[src/rtl/assert_macros.svh]
// ----------------------------------------------------------------------------
// assert_macros.svh
// Assertion shorthands for the nonzero mean filter. Empty under synthesis.
// ----------------------------------------------------------------------------
`ifndef ASSERT_MACROS_SVH
`define ASSERT_MACROS_SVH

`ifndef SYNTHESIS

// antecedent implies consequent in the same cycle
`define ASSERT_IMPLIES(lbl, clk, rstn, ante, cons) \
  lbl: assert property (@(posedge clk) disable iff (!rstn) (ante) |-> (cons)) \
    else $error("assertion failed");

// antecedent implies consequent in the next cycle
`define ASSERT_NEXT(lbl, clk, rstn, ante, cons) \
  lbl: assert property (@(posedge clk) disable iff (!rstn) (ante) |=> (cons)) \
    else $error("assertion failed");

// condition holds in every cycle out of reset
`define ASSERT_ALWAYS(lbl, clk, rstn, cond) \
  lbl: assert property (@(posedge clk) disable iff (!rstn) (cond)) \
    else $error("assertion failed");

`else

`define ASSERT_IMPLIES(lbl, clk, rstn, ante, cons)
`define ASSERT_NEXT(lbl, clk, rstn, ante, cons)
`define ASSERT_ALWAYS(lbl, clk, rstn, cond)

`endif

`endif

[src/rtl/nzmf_pkg.sv]
// ----------------------------------------------------------------------------
// nzmf_pkg
// Types, codes and the reciprocal table of the nonzero mean filter.
// ----------------------------------------------------------------------------
package nzmf_pkg;

  localparam int CFG_W    = 11;  // config register width
  localparam int CFG_IDX_W = 2;
  localparam int ROW_W    = 12;  // row counter reaches height + 1
  localparam int SUM_W    = 12;  // nine pixels of 8 bits
  localparam int CNT_W    = 4;   // 0..9 nonzero pixels
  localparam int RCP_W    = 17;
  localparam int RCP_SHIFT = 16;
  localparam int PROD_W   = SUM_W + RCP_W;
  localparam int WIN_N    = 9;

  localparam logic [CFG_IDX_W-1:0] REG_IMAGE_WIDTH  = 2'd0;
  localparam logic [CFG_IDX_W-1:0] REG_IMAGE_HEIGHT = 2'd1;

  localparam logic REQ_PIXEL = 1'b0;
  localparam logic REQ_DRAIN = 1'b1;

  localparam logic [CFG_W-1:0] RESET_DIM = 11'd1024;

  typedef struct packed {
    logic       req_type;
    logic [7:0] pixel_value;
  } nzmf_in_t;

  typedef struct packed {
    logic [7:0] smoothed_value;
    logic       last_pixel;
  } nzmf_out_t;

  typedef enum logic [2:0] {
    ST_IDLE,
    ST_UPDATE,
    ST_SUM,
    ST_MUL,
    ST_PUSH
  } nzmf_state_t;

  typedef struct packed {
    logic capture;  // latch input word, issue line store reads
    logic update;   // build new column, write stores, step window
    logic sum;      // sum and count the nonzero pixels
    logic mul;      // multiply by the reciprocal of the count
    logic push;     // load the output register
  } nzmf_cmd_t;

  typedef struct packed {
    logic emit;      // current item yields a result
    logic out_busy;  // output register holds a word not taken this cycle
  } nzmf_stat_t;

  // ceil(2^16 / n): exact floor division for sums below 2^12
  function automatic logic [RCP_W-1:0] nzmf_recip(input logic [CNT_W-1:0] n);
    logic [RCP_W-1:0] r;
    unique case (n)
      4'd1:    r = 17'd65536;
      4'd2:    r = 17'd32768;
      4'd3:    r = 17'd21846;
      4'd4:    r = 17'd16384;
      4'd5:    r = 17'd13108;
      4'd6:    r = 17'd10923;
      4'd7:    r = 17'd9363;
      4'd8:    r = 17'd8192;
      4'd9:    r = 17'd7282;
      default: r = '0;
    endcase
    return r;
  endfunction

endpackage

[src/rtl/nzmf_ctrl.sv]
// ----------------------------------------------------------------------------
// nzmf_ctrl
// Sequencer of the filter: steps one input word through update, sum,
// multiply and output load.
// ----------------------------------------------------------------------------
module nzmf_ctrl
  import nzmf_pkg::*;
(
  input  logic       clk,
  input  logic       rst_n,
  input  logic       in_valid,
  output logic       in_ready,
  input  nzmf_stat_t stat,
  output nzmf_cmd_t  cmd
);

  nzmf_state_t state_r, state_nxt;

  always_ff @(posedge clk) begin
    if (!rst_n) begin
      state_r <= ST_IDLE;
    end else begin
      state_r <= state_nxt;
    end
  end

  always_comb begin
    state_nxt = state_r;
    unique case (state_r)
      ST_IDLE:   if (in_valid) state_nxt = ST_UPDATE;
      ST_UPDATE: state_nxt = ST_SUM;
      ST_SUM:    state_nxt = ST_MUL;
      ST_MUL:    state_nxt = ST_PUSH;
      ST_PUSH: begin
        // hold while the previous word still sits in the output register
        if (!stat.emit || !stat.out_busy) state_nxt = ST_IDLE;
      end
      default:   state_nxt = ST_IDLE;
    endcase
  end

  always_comb begin
    cmd      = '0;
    in_ready = 1'b0;
    unique case (state_r)
      ST_IDLE: begin
        in_ready    = 1'b1;
        cmd.capture = in_valid;
      end
      ST_UPDATE: cmd.update = 1'b1;
      ST_SUM:    cmd.sum    = 1'b1;
      ST_MUL:    cmd.mul    = 1'b1;
      ST_PUSH:   cmd.push   = stat.emit && !stat.out_busy;
      default:   cmd        = '0;
    endcase
  end

endmodule

[config.mk]
export PLATFORM = sky130hd
export DESIGN_NAME = nzmf_ctrl
export DESIGN_NICKNAME = d
export VERILOG_FILES = /design/src/rtl/assert_macros.svh /design/src/rtl/nzmf_pkg.sv /design/src/rtl/nzmf_ctrl.sv
export SDC_FILE = /design/constraint.sdc
export NUM_CORES = 1
export LEC_CHECK = 0
export BUFFER_PORTS_ARGS = -buffer_cell sky130_fd_sc_hd__buf_2
export CORE_AREA = 2 2 39 41
export CTS_BUF_LIST = sky130_fd_sc_hd__clkbuf_4 sky130_fd_sc_hd__clkbuf_8
export CTS_CLUSTER_DIAMETER = 30
export DETAILED_ROUTE_END_ITERATION = 8
export DIE_AREA = 0 0 41 43
export PLACE_DENSITY = 0.36
export SLEW_MARGIN = 20
export SYNTH_ARGS = -nofsm -noshare
export SYNTH_HDL_FRONTEND = slang
export SYNTH_SLANG_ARGS = --single-unit
[constraint.sdc]
create_clock -name clk -period 2.6 [get_ports clk]
set_clock_uncertainty 0.1 [all_clocks]
set_input_delay 0.39 -clock clk [delete_from_list [all_inputs] [get_ports clk]]
set_output_delay 0.39 -clock clk [all_outputs]
set_load 0.005 [all_outputs]
==> flow_summary.yaml <==
run_status:
  status: "finished, final reports clean"
setup_path:
  end_kind: "primary output"
  rr_worst_depth: 2
  path_buf_inv: 1
  cp-start-kind: "flip-flop"
  path_depth: 3
  worst-setup-path-type: "flip-flop to primary output"
  required_ps: 2110
  critPathSlowestCell: "dfxtp_1"
  r2r_start: "state_r[2]"
  rr_endpoint: "state_r[2]"
  max_stage_delay_ps: 360
  crit_family: "simple AND/OR/NAND/NOR gates"
  ff2ff_setup_slack_ps: 1630
  critical_path.cell_chain: "nand4bb_1 > nor2_1 > buf_2"
  crit_fanout: 7
  arrival_ps: 1080
yosys:
  synth-seq-cells: 3
  yosysUniqueCellTypes: 13
  syn_inst: 18
  synth_area_um2: 169
  synth_seq_area_share_pct: 35.6
  yosys.area.top_type: "dfxtp_1"
  synth.net_count: 23
  postSynthAreaPerCell_um2: 9.38
  ys_top_cells_by_area: "dfxtp_1 (36%), nor3b_1 (8.9%), o2bb2ai_2 (8.9%)"
  yosys_warnings: 0
  synth.top_cell.area_share_pct: 35.6
placed_design:
  port_buffers: 10
  placedCellCount: 43
  hpwl_um: 307
  gp_congestion: 0.609
clock_network:
  cts_buffers: 3
  clk_pin_slew_ps: 40
  clockBufferDepth: 2
  post-cts-setup-buffer-count: 0
  h-tree-depth: 1
  cts_tree: "yes"
  cts_hold_buffers: 0
  cts_resized: 0
  worstSkewPairLatency_ps: 230
  root_buffer: "clkbuf_4"
  clock-sinks: 3
die:
  fp.dieH_um: 43
  dieWidth_um: 41
  dieArea_um2: 1760
  coreArea_um2: 1380
  ios: 11
  initial_core_util_pct: 12.2
  row_count: 14
final_layout:
  reg_top3: "state_r: 3 flops"
  nFillCells: 162
  final_cells: 47
  nNetsFinal: 37
  post-route-util_pct: 18.9
  antenna-diode-count: 0
  regMostFlops: "state_r"
  largest_reg_flops: 3
  area_growth_pct: 54.8
  layout-drive-gt1-share_pct: 51.6
global_route:
  grt_use_total_pct: 5.62
  grt_overflow: 0
  grt_pass1_vias: 163
  antenna_found_initial: 0
  grt_pass1_wl_um: 593
  grt_max_degree: 8
pwr:
  power.density_nw_per_um2: 670
  peakVddDrop_v: 0.000110
  p_leak_nw: 0.123
timing:
  max_slew_margin_pct: 84.8
  setup_viol_count_final: 0
  worst_slew_pin_slew_ps: 228
  rsz0062_at_grt: "no"
  layout_min_cycle_time_ps: 1570
  fin_tns_setup_ps: 0
  hold_violations: 0
  maxSlewViolCount: 0
  fmax_mhz: 636
  min_period_over_period_pct: 60.5
min_path:
  hp-start: "rst_n"
  hold_depth: 2
  min_to: "state_r[2]"
  holdCritPathClass: "input port to flip-flop"
route:
  vias: 163
  drt_wl_total_um: 373
  drtIter0Drc: 0
  wire_per_inst_um: 7.94
  avgViaCountPerCell: 3.47
  antenna_left: 0
  first_pass_iters: 1
  drc: 0
run:
  maxCapViolations: 0
where the power goes:
group          total (mW)  switching (mW)  internal [mW]
Clock              0.0894          0.0217         0.0677
Combinational      0.0289          0.0111         0.0178
Sequential         0.0568         0.00659         0.0503
cell usage after synthesis:
| library cell | instances |
|---|---|
| dfxtp_1 | 3 |
| nor2_1 | 3 |
| nor3b_1 | 2 |
| and2_1 | 1 |
| and3b_1 | 1 |
| buf_4 | 1 |
| nand2_1 | 1 |
| nand2b_1 | 1 |
| nand4bb_1 | 1 |
| nor3_1 | 1 |
| nor3_2 | 1 |
| o2bb2ai_2 | 1 |
| xnor2_1 | 1 |
through the flow:
| stage | hold slack, ps | total power [mW] | worst slack, ps | instance area (µm²) |
|---|---|---|---|---|
| 4_1_cts | 301 | 0.181 | 1010 | 262 |
| 3_3_place_gp | 475 | 0.0876 | 1280 | 231 |
| 5_1_grt | 323 | 0.187 | 958 | 262 |
| 2_1_floorplan | 398 | 0.0736 | 1390 | 169 |
| 6_report | 310 | 0.175 | 1030 | 262 |
| 3_5_place_dp | 471 | 0.0875 | 1260 | 231 |
worst reg2reg max path: stages, from the launching register on:
cell	delay, ps
dfxtp_1	410
and3b_1	230
o2bb2ai_2	120
worst max-delay path by stage:
stage | startpoint | end | slack (ps)
final | state_r[0] | cmd[0] | 1030
after global routing | state_r[0] | cmd[0] | 960
after CTS | state_r[0] | cmd[0] | 1010
after detailed placement | state_r[0] | cmd[0] | 1260
after global placement | state_r[0] | cmd[0] | 1280
after floorplan | state_r[0] | cmd[1] | 1390
cells by family after synthesis:
| logic type | synth area share, % |
|---|---|
| AND/OR/NAND/NOR | 45.9 |
| XOR/XNOR | 5.19 |
| flip-flops | 35.6 |
| AO/OA/AOI/OAI | 8.89 |
| buffers and inverters | 4.45 |
layout by cell type, fill, tap and decap left out, drive strengths merged, types with 2 or more instances in the layout:
cell type  instances
buf               10
clkbuf             4
dfxtp              3
nor2               3
nor3               2
nor3b              2
final cells by class:
type | count | area [µm²] | share of cell area (%)
Clock buffer | 4 | 30.0 | 11.5
Multi-Input combinational cell | 14 | 101 | 38.8
Sequential cell | 3 | 60.1 | 23.0
Tap cell | 16 | 20.0 | 7.66
Timing Repair Buffer | 10 | 50.0 | 19.1
per-layer routing:
metal,vias up,GRT usage [%],wire (µm)
met4,0,8.00,0
met1,75,3.22,110
li1,87,-,-
met3,0,3.14,9
met5,-,0,0
met2,1,8.75,253
Note: power is estimated with default switching activity, not from simulation.
